## config.mk

```make
export PLATFORM = sky130hd
export DESIGN_NAME = zse_regs
export DESIGN_NICKNAME = d
export VERILOG_FILES = /design/src/rtl/zse_pkg.sv /design/src/rtl/zse_regs.sv
export SDC_FILE = /design/constraint.sdc
export NUM_CORES = 1
export LEC_CHECK = 0
export BUFFER_PORTS_ARGS = -buffer_cell sky130_fd_sc_hd__buf_4
export CAP_MARGIN = 15
export CORE_MARGIN = 5
export CORE_UTILIZATION = 40
export DETAILED_ROUTE_END_ITERATION = 7
export GPL_ROUTABILITY_DRIVEN = 0
export SLEW_MARGIN = 10
export SYNTH_ARGS = -nofsm -noshare
export SYNTH_HDL_FRONTEND = slang
export SYNTH_SLANG_ARGS = --single-unit
```

## constraint.sdc

```tcl
create_clock -name clk -period 5.8 [get_ports clk]
set_clock_uncertainty 0.15 [all_clocks]
set_input_delay 0.29 -clock clk [delete_from_list [all_inputs] [get_ports clk]]
set_output_delay 0.29 -clock clk [all_outputs]
set_load 0.005 [all_outputs]
```

## src/rtl/zse_pkg.sv

```systemverilog
`timescale 1ns / 1ps

package zse_pkg;

    localparam int MAX_WORDS   = 4096;
    localparam int LANE        = 16;
    localparam int MASK_DEPTH  = (MAX_WORDS + LANE - 1) / LANE;
    localparam int DATA_AW     = $clog2(MAX_WORDS);
    localparam int MASK_AW     = $clog2(MASK_DEPTH);
    localparam int LANE_W      = $clog2(LANE);
    localparam int CNT_W       = DATA_AW + 1;
    localparam int NPAT_W      = MASK_AW + 1;
    localparam int WORD_W      = 16;
    localparam int CFG_W       = 13;
    localparam int PROD_W      = 2 * CFG_W;
    localparam int APB_AW      = 3;
    localparam int APB_DW      = 32;

    typedef enum logic
    {
        OP_PUSH = 1'b0,
        OP_PULL = 1'b1
    } opcode_t;

    typedef enum logic
    {
        REG_UNIT_COUNT = 1'b0,
        REG_UNIT_SIZE  = 1'b1
    } reg_index_t;

    // Block geometry handed from the register file to the datapath.
    typedef struct packed
    {
        logic [CNT_W-1:0]  size;
        logic [NPAT_W-1:0] npat;
    } geom_t;

endpackage

```

## src/rtl/zse_regs.sv

```systemverilog
`timescale 1ns / 1ps

module zse_regs
(
    input  logic                         clk,
    input  logic                         rst_n,
    input  logic                         psel,
    input  logic                         penable,
    input  logic                         pwrite,
    input  logic [zse_pkg::APB_AW-1:0]   paddr,
    input  logic [zse_pkg::APB_DW-1:0]   pwdata,
    output logic [zse_pkg::APB_DW-1:0]   prdata,
    output logic                         pready,
    output zse_pkg::geom_t               geom
);

    logic [zse_pkg::CFG_W-1:0]  unit_count_reg;
    logic [zse_pkg::CFG_W-1:0]  unit_count_next;
    logic [zse_pkg::CFG_W-1:0]  unit_size_reg;
    logic [zse_pkg::CFG_W-1:0]  unit_size_next;
    logic [zse_pkg::PROD_W-1:0] prod;
    logic [zse_pkg::CNT_W-1:0]  size_reg;
    logic [zse_pkg::CNT_W-1:0]  size_next;
    logic                       wr_en;
    zse_pkg::reg_index_t        idx;

    assign pready = 1'b1;
    assign wr_en  = psel && penable && pwrite && pready;
    assign idx    = zse_pkg::reg_index_t'(paddr[2]);

    always_comb
    begin
        case (idx)
            zse_pkg::REG_UNIT_COUNT: prdata = zse_pkg::APB_DW'(unit_count_reg);
            zse_pkg::REG_UNIT_SIZE:  prdata = zse_pkg::APB_DW'(unit_size_reg);
            default:                 prdata = '0;
        endcase
    end

    // The block size is computed from the values being written, so it changes
    // at the same edge as the register itself.
    always_comb
    begin
        unit_count_next = unit_count_reg;
        unit_size_next  = unit_size_reg;
        if (wr_en && idx == zse_pkg::REG_UNIT_COUNT)
        begin
            unit_count_next = pwdata[zse_pkg::CFG_W-1:0];
        end
        if (wr_en && idx == zse_pkg::REG_UNIT_SIZE)
        begin
            unit_size_next = pwdata[zse_pkg::CFG_W-1:0];
        end
        prod = unit_count_next * unit_size_next;
        if (prod > zse_pkg::PROD_W'(zse_pkg::MAX_WORDS))
        begin
            size_next = zse_pkg::CNT_W'(zse_pkg::MAX_WORDS);
        end
        else
        begin
            size_next = prod[zse_pkg::CNT_W-1:0];
        end
    end

    always_ff @(posedge clk or negedge rst_n)
    begin
        if (!rst_n)
        begin
            unit_count_reg <= '0;
            unit_size_reg  <= '0;
            size_reg       <= '0;
        end
        else
        begin
            unit_count_reg <= unit_count_next;
            unit_size_reg  <= unit_size_next;
            size_reg       <= size_next;
        end
    end

    assign geom.size = size_reg;
    assign geom.npat = zse_pkg::NPAT_W'((zse_pkg::CNT_W + 1)'(size_reg)
                       + (zse_pkg::CNT_W + 1)'(zse_pkg::LANE - 1) >> zse_pkg::LANE_W);

endmodule

```

==> flow_summary.yaml, run 1 <==
run:
  maxCapViolations: 0
floorplan:
  initial_utilization: 0.407
  die_width_um: 148
  fp.dieH_um: 148
  io_pins: 95
  rows: 50
  core_area_um2: 18700
  dieArea_um2: 21900
setup_path:
  path_buf_inv: 10
  crit_family: "adder cells"
  worst_ep_required_time_ns: 5.86
  reg2reg_depth: 23
  r2r_end: "size_reg[3]"
  crit_type: "primary input to flop"
  endpoint_kind: "flop"
  critPathMaxFanout: 6
  rrSetupSlack_ns: -0.20
  crit_path_top_delay_cell: "fa_1"
  r2r-start: "unit_count_reg[5]"
  cp-start-kind: "primary input"
  critPathArrivalTime_ns: 6.20
  crit_top_cell: "fa_1"
  slowest_delay_ns: 0.54
global_route:
  grt_start_max_net_pins: 40
  grt_overflow: 0
  grt_pass1_vias: 6568
  antenna_found_initial: 0
  grt_pass1_wl_um: 33300
  gr-usage-all-layers: 0.190
clock_tree:
  clk_latency_ns: 0.29
  cts_tree: "done"
  numCtsBuffers: 5
  numClockSinks: 39
  clockBufferDepth: 2
  cts.htree.levels: 2
  cts-root-buf: "clkbuf_16"
  clk_pin_slew_worst_paths_ns: 0.07
cells_and_area:
  diodes: 0
  drive_above_1_share: 0.359
  area_delta_synth_final_pct: 39.1
  layout_commonest_cell: "buf_4"
  final_cell_mix: "buf_4, inv_1, fa_1"
  final_nets: 1317
  stdcell_area_um2: 10600
timing:
  fin_crit_sh: 1.06
  min_period_ns: 6.13
  max_freq_mhz: 163
  fin_ws_ns: -0.332
  hold_violations: 0
  slew_viol_final: 0
  rsz0062_at_grt: "true"
  setup_viol_count_final: 13
  worst_pin_slew_ns: 0.521
  slew-limit-headroom: 0.653
synth:
  synth_area_leaders: "fa_1, dfrtp_1, ha_1"
  ys_warn_count: 0
  synth_edf_count: 0
  syn_avg_cell_area_um2: 8.92
  yosys.area.top_type_share: 0.318
  ys_ff_latch: 39
  yosysSeqAreaShare: 0.128
  synth_area_um2: 7620
  yosys.area.top_type: "fa_1"
  syn_inst: 854
  synth_top_flop_cell: "dfrtp_1"
  async_flop_share: 1.00
  netlist-cell-type-count: 67
placed_design:
  place_area_um2: 9640
  io_buffers: 53
  hpwl_um: 17100
routing:
  firstDrtPassIters: 5
  drt_wl_total_um: 20700
  drc_errors: 0
  drt_iter0_drc: 349
  ant_nets: 0
  routed_via_density: 4.88
  vias: 6446
  wl_per_cell_um: 15.7
worst_hold_path:
  min-delay-start: "pwdata[9]"
  hold_depth: 3
  hold_path.class: "primary input to flop"
  hold_path_end: "unit_size_reg[9]"
outcome:
  violations: "negative setup slack"
  run_status: "finished with violations"
## cells by family after synthesis
logic type | count (synthesis) | share of synthesized area
xor+xnor | 23 | 0.0264
simple gates | 253 | 0.154
flops | 39 | 0.128
fa+ha+maj | 192 | 0.434
other cells | 2 | 0.000986
buf+inv | 241 | 0.132
mux | 42 | 0.0596
compound gates | 62 | 0.0649
## per-stage QoR
stage          setup TNS (ns)  hold slack (ns)  setup WS (ns)  instances  utilization
2_1_floorplan           -6.46           -0.156         -0.537        872            -
3_3_place_gp            -9.16            0.144         -0.730       1277        0.515
3_5_place_dp           -10.67            0.150         -0.862       1277        0.515
4_1_cts                 -4.37            0.154         -0.359       1309        0.553
5_1_grt                 -6.90            0.164         -0.592       1320        0.567
6_report                -3.79            0.162         -0.332       1320        0.567
## metal layers
metal  GRT usage  up-vias  share of wire
met5           0        -              0
met4      0.0439        0          0.019
met3      0.0208       29          0.043
met2       0.323      152           0.51
met1       0.263     3204           0.43
li1            -     3061              -
## final cells by class
type / instances / area [um2]
timing repair buffer: 245 / 2060
tap: 234 / 293
clock inverter: 3 / 43.8
inverter: 202 / 777
multi-input combinational: 592 / 6330
clock buffer: 5 / 125
fill: 1656 / 8100
sequential: 39 / 976
## cell usage after synthesis, types with 2 or more instances
cell,n
clkinv_1,7
nand3_1,6
fa_1,121
o221ai_1,3
and2_1,8
ha_1,71
o21ai_0,9
buf_6,2
or3_1,2
conb_1,2
buf_4,20
o22ai_1,2
buf_1,2
nor4_1,2
xor2_1,6
nor3b_2,5
mux2i_1,24
a31oi_1,5
xnor2_1,17
clkbuf_1,9
nor3_1,8
nor3_2,2
a21o_1,5
dfrtp_1,39
a21oi_1,15
mux2_2,17
a221oi_2,2
o21a_1,2
nand2b_1,5
nand2_1,113
or2_1,2
inv_1,194
buf_2,6
nor2_1,78
o31a_1,2
nor3b_1,3
and3_1,3
nand4_1,6
## timing repair
item | 4_1_cts | 5_1_grt
pin swaps | 39 | 42
gates cloned | 3 | 0
hold buffers | 1 | 0
endpoints found under the setup margin | 13 | 13
endpoints found under the hold margin | 39 | 0
gates resized for setup | 60 | 54
setup buffers | 20 | 12
## worst register-to-register path: stages (launching register included)
cell     delay [ns]
dfrtp_1        0.40
mux2i_4        0.29
buf_12         0.16
nor2_1         0.06
fa_1           0.55
inv_2          0.05
fa_1           0.45
fa_1           0.51
inv_2          0.04
fa_1           0.54
inv_2          0.04
fa_1           0.49
inv_2          0.05
ha_4           0.28
nand2_2        0.06
or3_4          0.33
or4_1          0.40
o21ba_1        0.19
xnor2_1        0.13
nor3b_2        0.20
nand4_2        0.09
buf_6          0.16
buf_16         0.14
nor3b_4        0.17
## worst max-delay path by stage
stage	endpoint	from	cells after the start
floorplan	size_reg[8]	paddr[2]	25
global placement	size_reg[7]	psel	25
detailed placement	size_reg[7]	psel	25
CTS	size_reg[7]	paddr[2]	25
global route	size_reg[3]	psel	28
finish	size_reg[3]	psel	27
Power of run 1 is not shown: default switching activity piles up to over one toggle a cycle in this logic, so the estimate is an artifact.
==> run 2: changes to the inputs <==
--- a/config.mk
+++ b/config.mk
@@ -11,6 +11,7 @@
 export CORE_UTILIZATION = 40
 export DETAILED_ROUTE_END_ITERATION = 7
 export GPL_ROUTABILITY_DRIVEN = 0
+export REMOVE_ABC_BUFFERS = 1
 export SLEW_MARGIN = 10
 export SYNTH_ARGS = -nofsm -noshare
 export SYNTH_HDL_FRONTEND = slang
==> run 2 against run 1 <==
  * The run still ends with negative setup slack left
  * Sequential share of layout area increased by 0.14 points
  * Maximum frequency decreased by 3.4%
  * Sequential cell count unchanged
  * Count of clock-buffer cells in the layout unchanged
  * Die area unchanged
  * Critical path depth decreased by 1
==> flow_summary.yaml, run 2 (synthesis gave the netlist of run 1 again) <==
cells_and_area:
  area_delta_synth_final_pct: 37.1
  diodes: 0
  drive_above_1_share: 0.351
  final_cell_mix: "buf_4, inv_1, fa_1"
  layout_commonest_cell: "buf_4"
  final_nets: 1321
  fill_cells: 1673
  stdcell_area_um2: 10400
timing:
  rsz0062_at_grt: "true"
  slew_viol_final: 0
  max_freq_mhz: 158
  setup_tns_ns: -6.29
  hold_violations: 0
  finalHoldWorstSlack_ns: 0.158
  worst_pin_slew_ns: 0.521
  min_period_ns: 6.35
  fin_crit_sh: 1.09
  setup_viol_count_final: 13
  fin_ws_ns: -0.549
  slew-limit-headroom: 0.653
routing:
  ant_nets: 0
  drt_iter0_drc: 399
  vias: 6490
  firstDrtPassIters: 5
  wl_per_cell_um: 15.8
  drt_wl_total_um: 20900
  drc_errors: 0
  routed_via_density: 4.90
clock_tree:
  cts-root-buf: "clkbuf_16"
  clk_latency_ns: 0.29
  clockBufferDepth: 2
  numCtsBuffers: 5
  clk_pin_slew_worst_paths_ns: 0.06
  cts_tree: "done"
  cts.htree.levels: 2
  numClockSinks: 39
floorplan:
  die_width_um: 148
  io_pins: 95
  initial_utilization: 0.407
  core_area_um2: 18700
  rows: 50
  dieArea_um2: 21900
  fp.dieH_um: 148
placed_design:
  place_area_um2: 9400
  io_buffers: 53
  hpwl_um: 17500
setup_path:
  r2r_end: "size_reg[4]"
  r2r-start: "unit_size_reg[9]"
  worst_ep_required_time_ns: 5.86
  endpoint_kind: "flop"
  cp-start-kind: "primary input"
  critPathMaxFanout: 6
  critPathArrivalTime_ns: 6.40
  reg2reg_depth: 23
  rrSetupSlack_ns: -0.43
  crit_type: "primary input to flop"
global_route:
  gr-usage-met2: 0.322
  grt_pass1_wl_um: 33200
  met3_usage: 0.0264
  grt_overflow: 0
  grt_pass1_vias: 6601
  gr-usage-all-layers: 0.188
  grt_busiest_layer: "met2"
  antenna_found_initial: 0
  met1_usage: 0.251
  grt_start_max_net_pins: 40
worst_hold_path:
  hold_path.class: "primary input to flop"
  hold_depth: 3
  hold_path_end: "unit_size_reg[5]"
  min-delay-start: "pwdata[5]"
outcome:
  violations: "negative setup slack"
  run_status: "finished with violations"
run:
  maxCapViolations: 0
## run 2: worst max path at each step
stage | startpoint | end
2_1_floorplan | paddr[2] | size_reg[12]
3_3_place_gp | paddr[2] | size_reg[7]
3_5_place_dp | paddr[2] | size_reg[7]
4_1_cts | paddr[2] | size_reg[7]
5_1_grt | paddr[2] | size_reg[4]
6_report | paddr[2] | size_reg[4]
## run 2: repair_timing
item                       CTS  global route
buffers inserted             4            27
setup endpoints to repair   13            13
pin swaps                    6            55
hold buffers                 1             0
hold endpoints to repair    39             0
gates resized for setup     31           105
gates cloned                 0             1
## run 2: final cells by class
type	instances	area (um2)	area share
Clock buffer	5	125	0.0120
Clock inverter	3	43.8	0.00419
Inverter	202	776	0.0743
Multi-Input combinational cell	592	6210	0.595
Sequential cell	39	976	0.0934
Tap cell	234	293	0.0280
Timing Repair Buffer	249	2020	0.193
## run 2: worst max-delay path: stages
cell and delay (ns):
buf_6 0.10, nand4b_4 0.22, buf_12 0.18, buf_6 0.12, buf_4 0.14, mux2i_4 0.19, inv_2 0.07, nand2_2 0.06
fa_1 0.50, inv_1 0.05, fa_1 0.47, fa_1 0.54, fa_1 0.51, inv_1 0.06, fa_1 0.55, inv_2 0.05
ha_4 0.26, nand2_2 0.07, or3_4 0.38, or4_4 0.43, o21ba_4 0.20, xnor2_1 0.12, nor3b_2 0.24, nand4_4 0.19
clkbuf_16 0.23, nor3b_2 0.18
## run 2: per-stage QoR
| stage | setup WS [ns] | std cells | util |
|---|---|---|---|
| floorplan | -1.34 | 833 | - |
| global placement | -0.833 | 1283 | 0.502 |
| detailed placement | -0.928 | 1283 | 0.502 |
| CTS | -0.482 | 1296 | 0.520 |
| global route | -0.752 | 1324 | 0.558 |
| finish | -0.549 | 1324 | 0.558 |
## run 2: routing by layer
layer,vias up,wire [um]
li1,3063,-
met1,3216,8770
met2,181,10700
met3,30,1030
met4,0,386
met5,-,0
Power of run 2 is left out for the same reason.
==> run 3: changes to the inputs <==
--- a/config.mk
+++ b/config.mk
@@ -11,6 +11,7 @@
 export CORE_UTILIZATION = 40
 export DETAILED_ROUTE_END_ITERATION = 7
 export GPL_ROUTABILITY_DRIVEN = 0
+export GPL_TIMING_DRIVEN = 0
 export REMOVE_ABC_BUFFERS = 1
 export SLEW_MARGIN = 10
 export SYNTH_ARGS = -nofsm -noshare
==> run 3 against run 2 <==
  * The flow still finishes with violations (negative setup slack)
  * Count of clock-buffer cells in the layout is 1 higher
  * Routed wire length increased by 1.8%
  * Setup slack better by 0.070 ns
  * Die area stayed put
  * Sequential share of layout area up 0.26 points
  * Critical path depth decreased by 1
  * Register-to-register slack improved by 0.06 ns
  * Via count decreased by 0.91%
  * Utilization fell by 1.5 points
  * Highest routed layer unchanged
==> flow_summary.yaml, run 3 (synthesis gave the netlist of run 1 again) <==
placed_design:
  dp.cells: 1120
  io_buffers: 53
  place_area_um2: 8130
  hpwl_um: 15000
global_route:
  gr-usage-met2: 0.321
  antenna_found_initial: 0
  grt_start_max_net_pins: 40
  met1_usage: 0.258
  grt_busiest_layer: "met2"
  gr-usage-all-layers: 0.189
  met3_usage: 0.0239
  grt_pass1_wl_um: 33100
  grt_pass1_vias: 6531
  grt_overflow: 0
timing:
  fin_ws_ns: -0.478
  max_freq_mhz: 159
  rsz0062_at_grt: "true"
  setup_viol_count_final: 13
  hold_violations: 0
  fin_crit_sh: 1.08
  slew-limit-headroom: 0.658
  min_period_ns: 6.28
  slew_viol_final: 0
  worst_pin_slew_ns: 0.513
cells_and_area:
  final_nets: 1245
  area_delta_synth_final_pct: 33.4
  final_cells: 1248
  layout_commonest_cell: "inv_1"
  diodes: 0
  drive_above_1_share: 0.313
  final_cell_mix: "inv_1, buf_4, fa_1"
  fill_cells: 1613
  stdcell_area_um2: 10200
setup_path:
  cp-start-kind: "primary input"
  reg2reg_depth: 22
  critPathMaxFanout: 6
  crit_end: "size_reg[4]"
  r2r-start: "unit_count_reg[8]"
  critPathArrivalTime_ns: 6.34
  r2r_end: "size_reg[4]"
  worst_ep_required_time_ns: 5.86
  rrSetupSlack_ns: -0.37
  crit_type: "primary input to flop"
  endpoint_kind: "flop"
  cp-startpoint: "psel"
floorplan:
  die_width_um: 148
  io_pins: 95
  core_area_um2: 18700
  initial_utilization: 0.407
  rows: 50
  dieArea_um2: 21900
  fp.dieH_um: 148
clock_tree:
  clk_latency_ns: 0.29
  numClockSinks: 39
  cts-root-buf: "clkbuf_16"
  cts.htree.levels: 2
  clockBufferDepth: 2
  numCtsBuffers: 5
  clk_pin_slew_worst_paths_ns: 0.06
  cts_tree: "done"
routing:
  ant_nets: 0
  firstDrtPassIters: 5
  vias: 6431
  drt_wl_total_um: 21300
  drc_errors: 0
  wl_per_cell_um: 17.0
  drt_iter0_drc: 407
  routed_via_density: 5.15
outcome:
  violations: "negative setup slack"
  run_status: "finished with violations"
run:
  maxCapViolations: 0
worst_hold_path:
  hold_path.class: "primary input to flop"
==> run 3: cell count changes in the layout (fill, tap and decap cells not counted), sizes merged <==
cell,before,now
clkinvlp,3,2
clkbuf,6,7
buf,247,171
clkinv,6,7
bufinv,1,0
==> run 3: stage by stage <==
step | setup WS (ns) | TNS, ns | util | hold slack (ns)
finish | -0.478 | -5.87 | 0.543 | 0.185
global route | -0.664 | -8.30 | 0.543 | 0.198
CTS | -0.451 | -5.46 | 0.519 | 0.171
detailed placement | -3.25 | -41.73 | 0.435 | 0.136
global placement | -3.27 | -41.95 | 0.435 | 0.136
floorplan | -1.34 | -16.85 | - | -0.156
==> run 3: metal layers <==
layer | wire length [um] | vias up
li1 | - | 2910
met1 | 8700 | 3253
met2 | 10900 | 225
met3 | 1270 | 43
met4 | 446 | 0
met5 | 0 | -
==> run 3: how the worst min path moves through the flow <==
| stage | from | endpoint | slack, ns | depth (start not counted) |
|---|---|---|---|---|
| 6_report | pwdata[12] | unit_count_reg[12] | 0.19 | 3 |
| 2_1_floorplan | rst_n | size_reg[0] | -0.16 | 0 |
| 3_5_place_dp | rst_n | size_reg[5] | 0.14 | 1 |
| 4_1_cts | pwdata[12] | unit_count_reg[12] | 0.17 | 3 |
| 3_3_place_gp | rst_n | size_reg[5] | 0.14 | 1 |
| 5_1_grt | pwdata[12] | unit_count_reg[12] | 0.20 | 3 |
==> run 3: timing repair <==
action,in CTS,in global routing
endpoints found under the setup margin,13,13
hold buffers,1,0
buffers inserted,81,38
pin swaps,39,47
resized for setup,153,42
hold endpoints to repair,39,0
cloned,1,0
==> run 3: layout make-up <==
| type | count | area (um2) | share of cell area |
|---|---|---|---|
| Multi-Input combinational cell | 592 | 6350 | 0.625 |
| Timing Repair Buffer | 173 | 1580 | 0.155 |
| Sequential cell | 39 | 976 | 0.0960 |
| Inverter | 202 | 825 | 0.0811 |
| Tap cell | 234 | 293 | 0.0288 |
| Clock buffer | 6 | 129 | 0.0127 |
| Clock inverter | 2 | 12.5 | 0.00123 |
==> run 3: critical path: stages <==
cell	delay [ns]
buf_6	0.08
nand4_1	0.12
buf_6	0.17
buf_4	0.15
mux2_4	0.25
buf_6	0.13
nand2_2	0.06
fa_1	0.56
inv_2	0.04
fa_1	0.50
fa_1	0.54
fa_1	0.50
inv_1	0.06
fa_1	0.54
inv_2	0.04
ha_4	0.28
nand2_2	0.05
or3_4	0.39
or4_1	0.40
o21ba_1	0.21
xnor2_1	0.13
nor3b_2	0.26
nand4_4	0.19
clkbuf_16	0.21
nor3b_2	0.17
Power of run 3 is left out for the same reason.
